==> src/rfct_pkg.sv <==
`timescale 1ns / 1ps

package rfct_pkg;

   // Width of one grid coordinate as it travels on the ports.
   localparam int COORD_W = 6;
   // Width of the signed line error term and of its doubled form.
   localparam int ERR_W   = 8;
   localparam int E2_W    = ERR_W + 1;
   // Span along y is kept negated, one bit wider than a coordinate.
   localparam int SPANY_W = COORD_W + 1;

   localparam int DEFAULT_GRID_SIZE = 64;

   // Packed word widths, rounded up to whole bytes.
   localparam int REQ_DATA_W = 16;
   localparam int RSP_DATA_W = 16;

   // Configuration register indexes.
   localparam int CSR_INDEX_W = 2;
   localparam logic [CSR_INDEX_W-1:0] CSR_ORIGIN_X = 2'd0;
   localparam logic [CSR_INDEX_W-1:0] CSR_ORIGIN_Y = 2'd1;

   localparam logic [COORD_W-1:0] ORIGIN_RESET = 6'd32;

   typedef logic [COORD_W-1:0] coord_type;

   typedef enum logic {
      ST_IDLE,
      ST_WALK
   } state_type;

   // Sequencer commands to the walk unit.
   typedef struct packed {
      logic load;
      logic advance;
   } walk_ctrl_type;

   // Walk unit status back to the sequencer.
   typedef struct packed {
      logic      at_end;
      logic      next_is_end;
      coord_type cell_x;
      coord_type cell_y;
   } walk_stat_type;

   // Saturate a coordinate to the largest cell index of the grid.
   function automatic coord_type clamp_coord(input coord_type value,
                                             input coord_type max_cell);
      coord_type result;
      result = (value > max_cell) ? max_cell : value;
      return result;
   endfunction

endpackage

==> src/ray_free_cell_tracer.sv <==
`timescale 1ns / 1ps

// Channel | Direction | Handshake              | Payload
// req     | in        | req_tvalid/req_tready  | tdata: target_x, target_y
// rsp     | out       | rsp_tvalid/rsp_tready  | tdata: cell_x, cell_y; tlast: last_cell
// csr     | in        | csr_valid/csr_ready    | csr_index, csr_data
//
// A ray is loaded, then emits one cell per step of the walk, max(|dx|, |dy|)
// cells and at most 63; the sequencer is back in idle at the edge that hands over
// the final cell, and the single step unit of the walk makes each step.
// A ray whose hit equals the origin emits no cell and returns straight to idle.
// Reset is synchronous and active high; origins return to cell (32, 32).
// A stalled rsp word holds the walk; req_tready is low for the whole walk.
module ray_free_cell_tracer #(
   parameter int GRID_SIZE = rfct_pkg::DEFAULT_GRID_SIZE
) (
   input  logic                               clock,
   input  logic                               reset,
   input  logic                               req_tvalid,
   output logic                               req_tready,
   // [5:0] target_x, [11:6] target_y, [15:12] zero
   input  logic [rfct_pkg::REQ_DATA_W-1:0]    req_tdata,
   output logic                               rsp_tvalid,
   input  logic                               rsp_tready,
   // [5:0] cell_x, [11:6] cell_y, [15:12] zero
   output logic [rfct_pkg::RSP_DATA_W-1:0]    rsp_tdata,
   output logic                               rsp_tlast,
   input  logic                               csr_valid,
   output logic                               csr_ready,
   input  logic [rfct_pkg::CSR_INDEX_W-1:0]   csr_index,
   input  logic [rfct_pkg::COORD_W-1:0]       csr_data
);

   // Largest cell index reachable on this grid, capped by the coordinate width.
   localparam int MaxCellInt = (GRID_SIZE - 1 > (1 << rfct_pkg::COORD_W) - 1) ?
                               (1 << rfct_pkg::COORD_W) - 1 : GRID_SIZE - 1;
   localparam rfct_pkg::coord_type MaxCell = rfct_pkg::COORD_W'(MaxCellInt);

   rfct_pkg::state_type      state_ff, state_in;
   rfct_pkg::coord_type      origin_x_ff, origin_x_in;
   rfct_pkg::coord_type      origin_y_ff, origin_y_in;
   logic                     rsp_valid_ff, rsp_valid_in;
   rfct_pkg::coord_type      rsp_x_ff, rsp_x_in;
   rfct_pkg::coord_type      rsp_y_ff, rsp_y_in;
   logic                     rsp_last_ff, rsp_last_in;

   rfct_pkg::walk_ctrl_type  walk_ctrl;
   rfct_pkg::walk_stat_type  walk_stat;
   logic                     req_accept;
   logic                     slot_free;
   logic                     emit;

   assign req_accept = req_tvalid && req_tready;
   // The output register can take a new word when empty or being drained.
   assign slot_free  = !rsp_valid_ff || rsp_tready;

   rfct_walk_unit u_walk (
      .clock    (clock),
      .reset    (reset),
      .ctrl     (walk_ctrl),
      .origin_x (rfct_pkg::clamp_coord(origin_x_ff, MaxCell)),
      .origin_y (rfct_pkg::clamp_coord(origin_y_ff, MaxCell)),
      .target_x (rfct_pkg::clamp_coord(req_tdata[rfct_pkg::COORD_W-1:0], MaxCell)),
      .target_y (rfct_pkg::clamp_coord(req_tdata[2*rfct_pkg::COORD_W-1:rfct_pkg::COORD_W],
                                       MaxCell)),
      .stat     (walk_stat)
   );

   // Next state of the sequencer.
   always_comb begin
      state_in = state_ff;
      unique case (state_ff)
         rfct_pkg::ST_IDLE: begin
            if (req_accept) begin
               state_in = rfct_pkg::ST_WALK;
            end
         end
         rfct_pkg::ST_WALK: begin
            // The walk ends once the final free cell is handed over, or at
            // once when the hit cell is the origin itself.
            if (walk_stat.at_end || (emit && walk_stat.next_is_end)) begin
               state_in = rfct_pkg::ST_IDLE;
            end
         end
         default: state_in = rfct_pkg::ST_IDLE;
      endcase
   end

   // Sequencer outputs.
   always_comb begin
      req_tready        = 1'b0;
      emit              = 1'b0;
      walk_ctrl.load    = 1'b0;
      walk_ctrl.advance = 1'b0;
      unique case (state_ff)
         rfct_pkg::ST_IDLE: begin
            req_tready     = 1'b1;
            walk_ctrl.load = req_tvalid;
         end
         rfct_pkg::ST_WALK: begin
            emit              = !walk_stat.at_end && slot_free;
            walk_ctrl.advance = emit;
         end
         default: begin
            req_tready = 1'b0;
         end
      endcase
   end

   // Output word register.
   always_comb begin
      rsp_valid_in = rsp_valid_ff && !rsp_tready;
      rsp_x_in     = rsp_x_ff;
      rsp_y_in     = rsp_y_ff;
      rsp_last_in  = rsp_last_ff;
      if (emit) begin
         rsp_valid_in = 1'b1;
         rsp_x_in     = walk_stat.cell_x;
         rsp_y_in     = walk_stat.cell_y;
         rsp_last_in  = walk_stat.next_is_end;
      end
   end

   // Origin registers; writes to indexes beyond the list are dropped.
   assign csr_ready = 1'b1;

   always_comb begin
      origin_x_in = origin_x_ff;
      origin_y_in = origin_y_ff;
      if (csr_valid && csr_ready) begin
         unique case (csr_index)
            rfct_pkg::CSR_ORIGIN_X: origin_x_in = csr_data;
            rfct_pkg::CSR_ORIGIN_Y: origin_y_in = csr_data;
            default: ;
         endcase
      end
   end

   always_ff @(posedge clock) begin
      if (reset) begin
         state_ff     <= rfct_pkg::ST_IDLE;
         origin_x_ff  <= rfct_pkg::ORIGIN_RESET;
         origin_y_ff  <= rfct_pkg::ORIGIN_RESET;
         rsp_valid_ff <= 1'b0;
      end else begin
         state_ff     <= state_in;
         origin_x_ff  <= origin_x_in;
         origin_y_ff  <= origin_y_in;
         rsp_valid_ff <= rsp_valid_in;
      end
   end

   always_ff @(posedge clock) begin
      rsp_x_ff    <= rsp_x_in;
      rsp_y_ff    <= rsp_y_in;
      rsp_last_ff <= rsp_last_in;
   end

   assign rsp_tvalid = rsp_valid_ff;
   assign rsp_tdata  = {{(rfct_pkg::RSP_DATA_W - 2*rfct_pkg::COORD_W){1'b0}},
                        rsp_y_ff, rsp_x_ff};
   assign rsp_tlast  = rsp_last_ff;

   // An accepted ray always starts a walk.
   a_accept_starts_walk: assert property (@(posedge clock) disable iff (reset)
      req_accept |=> (state_ff == rfct_pkg::ST_WALK))
      else $error("accepted ray did not start a walk");

   // Handing over the final cell of a ray returns the sequencer to idle.
   a_last_ends_walk: assert property (@(posedge clock) disable iff (reset)
      (emit && walk_stat.next_is_end) |=> (state_ff == rfct_pkg::ST_IDLE))
      else $error("walk continued past its final cell");

   // Cells are only produced while a walk is in progress.
   a_emit_in_walk: assert property (@(posedge clock) disable iff (reset)
      $rose(rsp_valid_ff) |-> ($past(state_ff) == rfct_pkg::ST_WALK))
      else $error("output word appeared outside a walk");

   // A walk standing on its hit cell emits nothing more.
   a_end_no_emit: assert property (@(posedge clock) disable iff (reset)
      (state_ff == rfct_pkg::ST_WALK && walk_stat.at_end) |-> !emit)
      else $error("hit cell was emitted");

endmodule

==> src/rfct_walk_unit.sv <==
`timescale 1ns / 1ps

// Bresenham walk registers and the single step datapath that advances them.
module rfct_walk_unit (
   input  logic                        clock,
   input  logic                        reset,
   input  rfct_pkg::walk_ctrl_type     ctrl,
   input  rfct_pkg::coord_type         origin_x,
   input  rfct_pkg::coord_type         origin_y,
   input  rfct_pkg::coord_type         target_x,
   input  rfct_pkg::coord_type         target_y,
   output rfct_pkg::walk_stat_type     stat
);

   rfct_pkg::coord_type                      walk_x_ff, walk_x_in;
   rfct_pkg::coord_type                      walk_y_ff, walk_y_in;
   rfct_pkg::coord_type                      end_x_ff, end_x_in;
   rfct_pkg::coord_type                      end_y_ff, end_y_in;
   rfct_pkg::coord_type                      span_x_ff, span_x_in;
   logic signed [rfct_pkg::SPANY_W-1:0]      span_y_neg_ff, span_y_neg_in;
   logic signed [rfct_pkg::ERR_W-1:0]        line_error_ff, line_error_in;
   logic                                     step_x_down_ff, step_x_down_in;
   logic                                     step_y_down_ff, step_y_down_in;

   logic signed [rfct_pkg::E2_W-1:0]         err_x2;
   logic                                     move_x;
   logic                                     move_y;
   logic signed [rfct_pkg::ERR_W-1:0]        err_add_x;
   logic signed [rfct_pkg::ERR_W-1:0]        err_add_y;
   rfct_pkg::coord_type                      step_x;
   rfct_pkg::coord_type                      step_y;
   rfct_pkg::coord_type                      load_span_x;
   rfct_pkg::coord_type                      load_span_y;

   // One step: compare the doubled error against both spans.
   always_comb begin
      err_x2    = {line_error_ff, 1'b0};
      move_x    = err_x2 >= rfct_pkg::E2_W'(span_y_neg_ff);
      move_y    = err_x2 <= $signed({3'b000, span_x_ff});
      err_add_x = move_x ? rfct_pkg::ERR_W'(span_y_neg_ff) : '0;
      err_add_y = move_y ? $signed({2'b00, span_x_ff}) : '0;
      if (!move_x) begin
         step_x = walk_x_ff;
      end else if (step_x_down_ff) begin
         step_x = walk_x_ff - 1'b1;
      end else begin
         step_x = walk_x_ff + 1'b1;
      end
      if (!move_y) begin
         step_y = walk_y_ff;
      end else if (step_y_down_ff) begin
         step_y = walk_y_ff - 1'b1;
      end else begin
         step_y = walk_y_ff + 1'b1;
      end
   end

   always_comb begin
      load_span_x = (target_x > origin_x) ? target_x - origin_x : origin_x - target_x;
      load_span_y = (target_y > origin_y) ? target_y - origin_y : origin_y - target_y;
   end

   always_comb begin
      walk_x_in      = walk_x_ff;
      walk_y_in      = walk_y_ff;
      end_x_in       = end_x_ff;
      end_y_in       = end_y_ff;
      span_x_in      = span_x_ff;
      span_y_neg_in  = span_y_neg_ff;
      line_error_in  = line_error_ff;
      step_x_down_in = step_x_down_ff;
      step_y_down_in = step_y_down_ff;
      if (ctrl.load) begin
         walk_x_in      = origin_x;
         walk_y_in      = origin_y;
         end_x_in       = target_x;
         end_y_in       = target_y;
         span_x_in      = load_span_x;
         span_y_neg_in  = -$signed({1'b0, load_span_y});
         line_error_in  = $signed({2'b00, load_span_x}) - $signed({2'b00, load_span_y});
         step_x_down_in = target_x < origin_x;
         step_y_down_in = target_y < origin_y;
      end else if (ctrl.advance) begin
         walk_x_in     = step_x;
         walk_y_in     = step_y;
         line_error_in = line_error_ff + err_add_x + err_add_y;
      end
   end

   always_ff @(posedge clock) begin
      if (reset) begin
         walk_x_ff      <= '0;
         walk_y_ff      <= '0;
         end_x_ff       <= '0;
         end_y_ff       <= '0;
         span_x_ff      <= '0;
         span_y_neg_ff  <= '0;
         line_error_ff  <= '0;
         step_x_down_ff <= 1'b0;
         step_y_down_ff <= 1'b0;
      end else begin
         walk_x_ff      <= walk_x_in;
         walk_y_ff      <= walk_y_in;
         end_x_ff       <= end_x_in;
         end_y_ff       <= end_y_in;
         span_x_ff      <= span_x_in;
         span_y_neg_ff  <= span_y_neg_in;
         line_error_ff  <= line_error_in;
         step_x_down_ff <= step_x_down_in;
         step_y_down_ff <= step_y_down_in;
      end
   end

   always_comb begin
      stat.at_end      = (walk_x_ff == end_x_ff) && (walk_y_ff == end_y_ff);
      stat.next_is_end = (step_x == end_x_ff) && (step_y == end_y_ff);
      stat.cell_x      = walk_x_ff;
      stat.cell_y      = walk_y_ff;
   end

endmodule
==> config.mk <==
export PLATFORM = sky130hd
export DESIGN_NAME = ray_free_cell_tracer
export DESIGN_NICKNAME = d
export VERILOG_FILES = /design/src/rfct_pkg.sv /design/src/ray_free_cell_tracer.sv /design/src/rfct_walk_unit.sv
export SDC_FILE = /design/constraint.sdc
export NUM_CORES = 1
export LEC_CHECK = 0
export BUFFER_PORTS_ARGS = -buffer_cell sky130_fd_sc_hd__buf_2
export CAP_MARGIN = 20
export CORE_AREA = 2 2 131 133
export DETAILED_ROUTE_END_ITERATION = 8
export DIE_AREA = 0 0 133 135
export GPL_ROUTABILITY_DRIVEN = 0
export REMOVE_ABC_BUFFERS = 1
export SLEW_MARGIN = 20
export SYNTH_ARGS = -nofsm -noshare
export SYNTH_HDL_FRONTEND = slang
export SYNTH_HIERARCHICAL = 1
export SYNTH_SLANG_ARGS = --single-unit
==> constraint.sdc <==
create_clock -name clock -period 9.6 [get_ports clock]
set_input_delay 0 -clock clock [delete_from_list [all_inputs] [get_ports clock]]
set_output_delay 0 -clock clock [all_outputs]
set_load 0.02 [all_outputs]
==> flow_summary.toml, run 1 <==
[detailed_routing]
vias = 4504
highest_layer = "met4"
m1WireLength_um = 6780
detail-route-antenna-nets = 0
via_per_inst = 5.02
drt_wl_total_um = 13500
route.met2.wl_um = 6010
drc_errors = 0
wl_met3_um = 451
drt_first_pass_iters = 5
drtIter0Drc = 222
routedWlPerCell_um = 15.0

[synth]
yosysWarnings = 6
yosys_register_bits = 74
synth_edf_count = 13
synth.avg_cell_area_um2 = 8.86
netlist_area_um2 = 5690
synth_ff_type = "dfxtp_1"
syn_inst = 643
async_flop_share = 0
yosysUniqueCellTypes = 71
yosysSeqAreaShare = 0.283

[place]
place_area_um2 = 6010
dpl.cell_count = 861
post-place-ws_ns = 5.30
port_buffers = 39
hpwl_um = 9990

[setup_path]
critPathCaptureType = "register"
critPathLaunchType = "register"
arrival_ns = 4.53
cp_max_fo = 9
worstSetupPathType = "reg2reg"
crit_required_ns = 9.80

[timing]
relSlewSlack = 0.464
setup-violations-final = 0
slew_viol_final = 0
period_minus_slack_ns = 4.33
fin_setup_tns_ns = 0
fmax_ghz = 0.231
skew_ns = 0.0106
fin_ws_ns = 5.27
hold_viol_final = 0
rsz0062_at_grt = "false"
fin_crit_sh = 0.451
worstMarginPinSlew_ns = 0.800

[clock_tree]
cts_buffers = 9
cts_root_buffer = "clkbuf_16"
cts-htree-levels = 3
clk_pin_slew_ns = 0.06
cts_tree = "built"
clock_latency_ns = 0.36
clock_sinks = 74
post_cts_buffers = 0
cts_hold_buf = 21
clock_path_buffers = 2
cts_resized = 0

[grt]
grt_pass1_wl_um = 22200
grt_max_degree = 68
overflow = 0
antenna_found_initial = 0
gr-usage-all-layers = 0.159
grt_pass1_vias = 4184

[layout]
antennaDiodeCount = 0
final_area_um2 = 6520
area_growth_pct = 14.4
finalNonFillerCells = 898
drive_gt1_frac = 0.109
final_net_count = 773
fillers = 1647

[power]
p_sw_uw = 479
p_int_uw = 775
power_frac_seq = 0.309
switching_share = 0.382
power_frac_clock = 0.267
combPwrFrac = 0.424
power_density_nw_per_um2 = 192
peakVddDrop_uv = 99.8
cellLeakagePower_nw = 2.89
p_total_mw = 1.25

[die]
boundaryPins = 49
die_w_um = 133
coreArea_um2 = 16400
rows = 47
die_area_um2 = 18000
initial_core_util = 0.347
die_h_um = 135

[outcome]
outcome = "finished clean"

[worst_hold_path]
hp-class = "in2reg"

[flow_run]
drv_cap = 0
==> logic make-up (layout without fill, tap and decap cells) <==
kind of cell	after synthesis	count (layout)	share of synthesized area
buffers and inverters	98	130	0.0690
and+or+nand+nor	158	158	0.145
muxes	43	43	0.0767
xor gates and xnor gates	46	46	0.0708
other	2	5	0.00132
adders and majority gates	71	71	0.174
DFF	74	74	0.283
AOI/OAI and AO/OA	151	151	0.180
==> cell usage after synthesis (16+ instances only) <==
cell | number | area [um^2]
mux2i_1 | 38 | 380
a211oi_1 | 25 | 188
a21o_1 | 19 | 143
inv_1 | 49 | 184
nor3_1 | 16 | 80.1
a21oi_1 | 46 | 230
dfxtp_1 | 61 | 1220
nor2_1 | 60 | 225
ha_1 | 57 | 713
clkbuf_1 | 39 | 146
xor2_1 | 23 | 201
xnor2_1 | 23 | 201
==> final cells by class <==
cell class                 count  area (um^2)  share of cell area
clock inverter                 3         20.0             0.00307
sequential                    74         1610               0.247
tap                          220          275              0.0422
timing repair buffer          65          443              0.0680
multi-input combinational    474         3710               0.570
clock buffer                  13          272              0.0417
inverter                      49          184              0.0282
==> state kept, by name, indices dropped and copies added (netlist names) <==
signal	cells
u_walk/walk_y_ff	6
u_walk/span_x_ff	6
u_walk/end_y_ff	6
u_walk/walk_x_ff	6
u_walk/end_x_ff	6
u_walk/line_error_ff	8
u_walk/step_x_down_ff	1
rsp_tvalid	1
rsp_x_ff	6
rsp_y_ff	6
state_ff	1
origin_x_ff	6
rsp_tlast	1
origin_y_ff	6
u_walk/step_y_down_ff	1
u_walk/span_y_neg_ff	7
==> metal layers <==
metal / up-vias / GRT usage
li1: 2291 / -
met1: 2120 / 0.225
met2: 77 / 0.241
met3: 16 / 0.0312
met4: 0 / 0.0556
met5: - / 0
==> power by group through the flow <==
stage	registers (mW)	logic, mW	clock network, mW
CTS	0.387	0.532	0.341
floorplan	0.391	0.388	0
detailed placement	0.394	0.521	0
finish	0.387	0.532	0.334
global placement	0.394	0.516	0
global route	0.393	0.592	0.356
==> stage by stage <==
step                      hold slack (ns)   util
after global routing               0.0627  0.397
after floorplan                    0.0691      -
after detailed placement            0.264  0.367
after CTS                          0.0465  0.397
after global placement              0.256  0.367
final                              0.0477  0.397
==> layout by cell type, fill, tap and decap left out, types with 6 or more instances in the layout <==
master,count
o21ai_0,13
and2_1,6
xnor2_1,23
dlygate4sd3_1,21
o21a_1,7
a21oi_1,46
o21ai_1,6
edfxtp_1,13
dfxtp_1,61
nor3_1,16
xor2_1,23
nand2_1,14
nor2_1,60
buf_2,39
a21o_1,19
fa_1,14
mux2i_1,38
inv_1,49
clkbuf_16,10
nor2b_1,12
nand2b_1,12
a211oi_1,25
o21bai_1,6
nand3_1,11
ha_1,57
==> worst max-delay path, cell delays in order (launching register included) <==
cell and delay (ns):
dfxtp_1 0.42, ha_1 0.30, and4b_4 0.24, a2111oi_4 0.43, o21ai_2 0.25, a21oi_1 0.25, fa_1 0.44, ha_1 0.24
fa_1 0.42, a21o_1 0.19, a21oi_1 0.24, o21bai_1 0.10, a21oi_1 0.19, xnor2_1 0.16, xnor2_1 0.14, o21a_1 0.12
nor3_1 0.04
==> final timing paths <==
| kind | from | end | slack (ns) | cells after the start |
|---|---|---|---|---|
| max | u_walk/line_error_ff[2]$_SDFFE_PP0P_ | u_walk/line_error_ff[7]$_SDFFE_PP0P_ | 5.27 | 16 |
| min reg2reg | u_walk/span_y_neg_ff[0]$_SDFFE_PP0P_ | u_walk/span_y_neg_ff[0]$_SDFFE_PP0P_ | 0.49 | 2 |
| min | csr_index[0] | origin_x_ff[4]$_SDFFE_PP0P_ | 0.05 | 4 |
| max reg2reg | u_walk/line_error_ff[2]$_SDFFE_PP0P_ | u_walk/line_error_ff[7]$_SDFFE_PP0P_ | 5.27 | 16 |
(Power assumes the default switching activity.)
==> run 2: changes to the inputs <==
==> constraint.sdc (replaced) <==
create_clock -name clock -period 4.35 [get_ports clock]
set_input_delay 0 -clock clock [delete_from_list [all_inputs] [get_ports clock]]
set_output_delay 0 -clock clock [all_outputs]
set_load 0.02 [all_outputs]
==> run 2 against run 1 <==
Worst hold slack improved by 0.016 ns. Cell area increased by 1.0%. Via count up 1.2%. Die area unchanged. Maximum frequency is 5.3% higher. Sequential cell count unchanged. Register-to-register slack worse by 5.0 ns. Core utilization rose by 0.40 points. Global-route usage fell by 0.24 points. Highest routed layer unchanged. Sequential share of layout area fell by 0.24 points. Clock power rose by 110%. Critical endpoint unchanged.
==> flow_summary.toml, run 2 (synthesis results as in run 1) <==
[detailed_routing]
highest_layer = "met4"
route.met2.wl_um = 6220
m1WireLength_um = 6940
via_per_inst = 5.02
routedWlPerCell_um = 15.1
drt_wl_total_um = 13700
wl_met3_um = 459
drt_first_pass_iters = 4
drc_errors = 0
drtIter0Drc = 287
detail-route-antenna-nets = 0
vias = 4559

[setup_path]
critPathCaptureType = "register"
cp_max_fo = 4
arrival_ns = 4.33
worstSetupPathType = "reg2reg"
critPathLaunchType = "register"
path_cells = "inv_1 > ha_1 > and4b_4 > a2111oi_4 > o21ai_2 > a21oi_1 > fa_1 > ha_1 > fa_1 > a21o_1 > a21oi_2 > o21bai_1 > a21oi_1 > xnor2_1 > xnor2_1 > o21a_1 > nor3_1"
crit_required_ns = 4.56
reg2reg_depth = 17
critPathMaxStageDelay_ns = 0.45
cpMaxStageDelayCell = "fa_1"

[outcome]
outcome = "finished clean"

[timing]
fin_crit_sh = 0.945
hold_viol_final = 0
fin_setup_tns_ns = 0
period_minus_slack_ns = 4.11
rsz0062_at_grt = "false"
worstMarginPinSlew_ns = 0.805
fmax_ghz = 0.243
skew_ns = 0.0131
slew_viol_final = 0
relSlewSlack = 0.463
setup-violations-final = 0

[die]
die_h_um = 135
coreArea_um2 = 16400
initial_core_util = 0.347
rows = 47
die_w_um = 133
boundaryPins = 49
die_area_um2 = 18000

[power]
p_int_mw = 1.70
combPwrFrac = 0.445
p_total_mw = 2.78
p_sw_mw = 1.08
power_frac_seq = 0.306
cellLeakagePower_nw = 2.93
peakVddDrop_uv = 186
power_density_nw_per_um2 = 422
switching_share = 0.387
power_frac_clock = 0.249

[place]
port_buffers = 39
dpl.cell_count = 871
hpwl_um = 10300

[clock_tree]
clk_pin_slew_ns = 0.06
cts_tree = "built"
clock_latency_ns = 0.34
clock_path_buffers = 2
cts_root_buffer = "clkbuf_16"
cts-htree-levels = 3
cts_buffers = 9
clock_sinks = 74

[layout]
final_cell_mix = "61 x dfxtp_1, 60 x nor2_1, 57 x ha_1, 49 x inv_1, 45 x a21oi_1"
top_regs = "u_walk/line_error_ff x8, u_walk/span_y_neg_ff x7"
area_growth_pct = 15.6
drive_gt1_frac = 0.126
antennaDiodeCount = 0
fillers = 1638
regMostFlops = "u_walk/line_error_ff"
multiInputGateArea_um2 = 3720
mostFrequentLayoutCell = "dfxtp_1"
largest_reg_flops = 8
finalNonFillerCells = 908
final_net_count = 783
ff_latch_area_um2 = 1610

[worst_hold_path]
hp-class = "in2reg"
min_path_cells = 4

[flow_run]
drv_cap = 0

[grt]
gr-usage-all-layers = 0.156
overflow = 0
antenna_found_initial = 0
grt_max_degree = 68
grt_pass1_wl_um = 22100
grt_pass1_vias = 4255
run 2: cell types whose count changed in the layout (fill, tap and decap cells not counted), sizes merged:
| cell | change |
|---|---|
| clkinv | +3 |
| buf | +10 |
| clkbuf | -3 |
run 2: repair_timing:
item	in CTS	in global routing
hold buffers	21	0
endpoints found under the setup margin	0	1
resized for setup	0	3
endpoints found under the hold margin	25	0
setup buffers	0	0
run 2: routing by layer:
layer,vias up,global-route usage
li1,2326,-
met1,2147,0.218
met2,80,0.249
met3,6,0.0221
met4,0,0.0532
met5,-,0
run 2: cell type report:
class / count / area share
inverter: 49 / 0.0279
clock buffer: 10 / 0.0348
tap: 220 / 0.0418
sequential: 74 / 0.245
timing repair buffer: 75 / 0.0787
clock inverter: 6 / 0.00646
multi-input combinational: 474 / 0.565
run 2: worst paths after layout:
| kind | to | slack [ns] | from |
|---|---|---|---|
| min | origin_x_ff[4]$_SDFFE_PP0P_ | 0.06 | csr_index[1] |
| min reg2reg | u_walk/span_x_ff[1]$_SDFFE_PP0P_ | 0.49 | u_walk/span_x_ff[1]$_SDFFE_PP0P_ |
| max | u_walk/line_error_ff[7]$_SDFFE_PP0P_ | 0.24 | u_walk/span_x_ff[3]$_SDFFE_PP0P_ |
| max reg2reg | u_walk/line_error_ff[7]$_SDFFE_PP0P_ | 0.24 | u_walk/span_x_ff[3]$_SDFFE_PP0P_ |
run 2: power groups by stage:
stage,Sequential [mW],Clock [mW],Combinational [mW]
floorplan,0.862,0,0.856
global placement,0.866,0,1.19
detailed placement,0.867,0,1.20
CTS,0.852,0.713,1.23
global route,0.863,0.738,1.38
finish,0.851,0.692,1.24
run 2: worst max-delay path: cells and delay by family (launching register included):
family,cells,cell delay (ns)
compound gates,8,1.59
xor+xnor,2,0.31
fa+ha+maj,4,1.44
buf+inv,1,0.06
flops,1,0.30
simple gates,2,0.29
run 2: per-stage QoR:
step / utilization / hold WS, ns / cell area (um^2) / setup WS, ns
after floorplan: - / 0.0691 / 5500 / -0.494
after global placement: 0.371 / 0.257 / 6090 / 0.268
after detailed placement: 0.371 / 0.266 / 6090 / 0.208
after CTS: 0.401 / 0.0519 / 6570 / 0.188
after global routing: 0.401 / 0.0782 / 6580 / 0.00899
final: 0.401 / 0.0637 / 6580 / 0.237
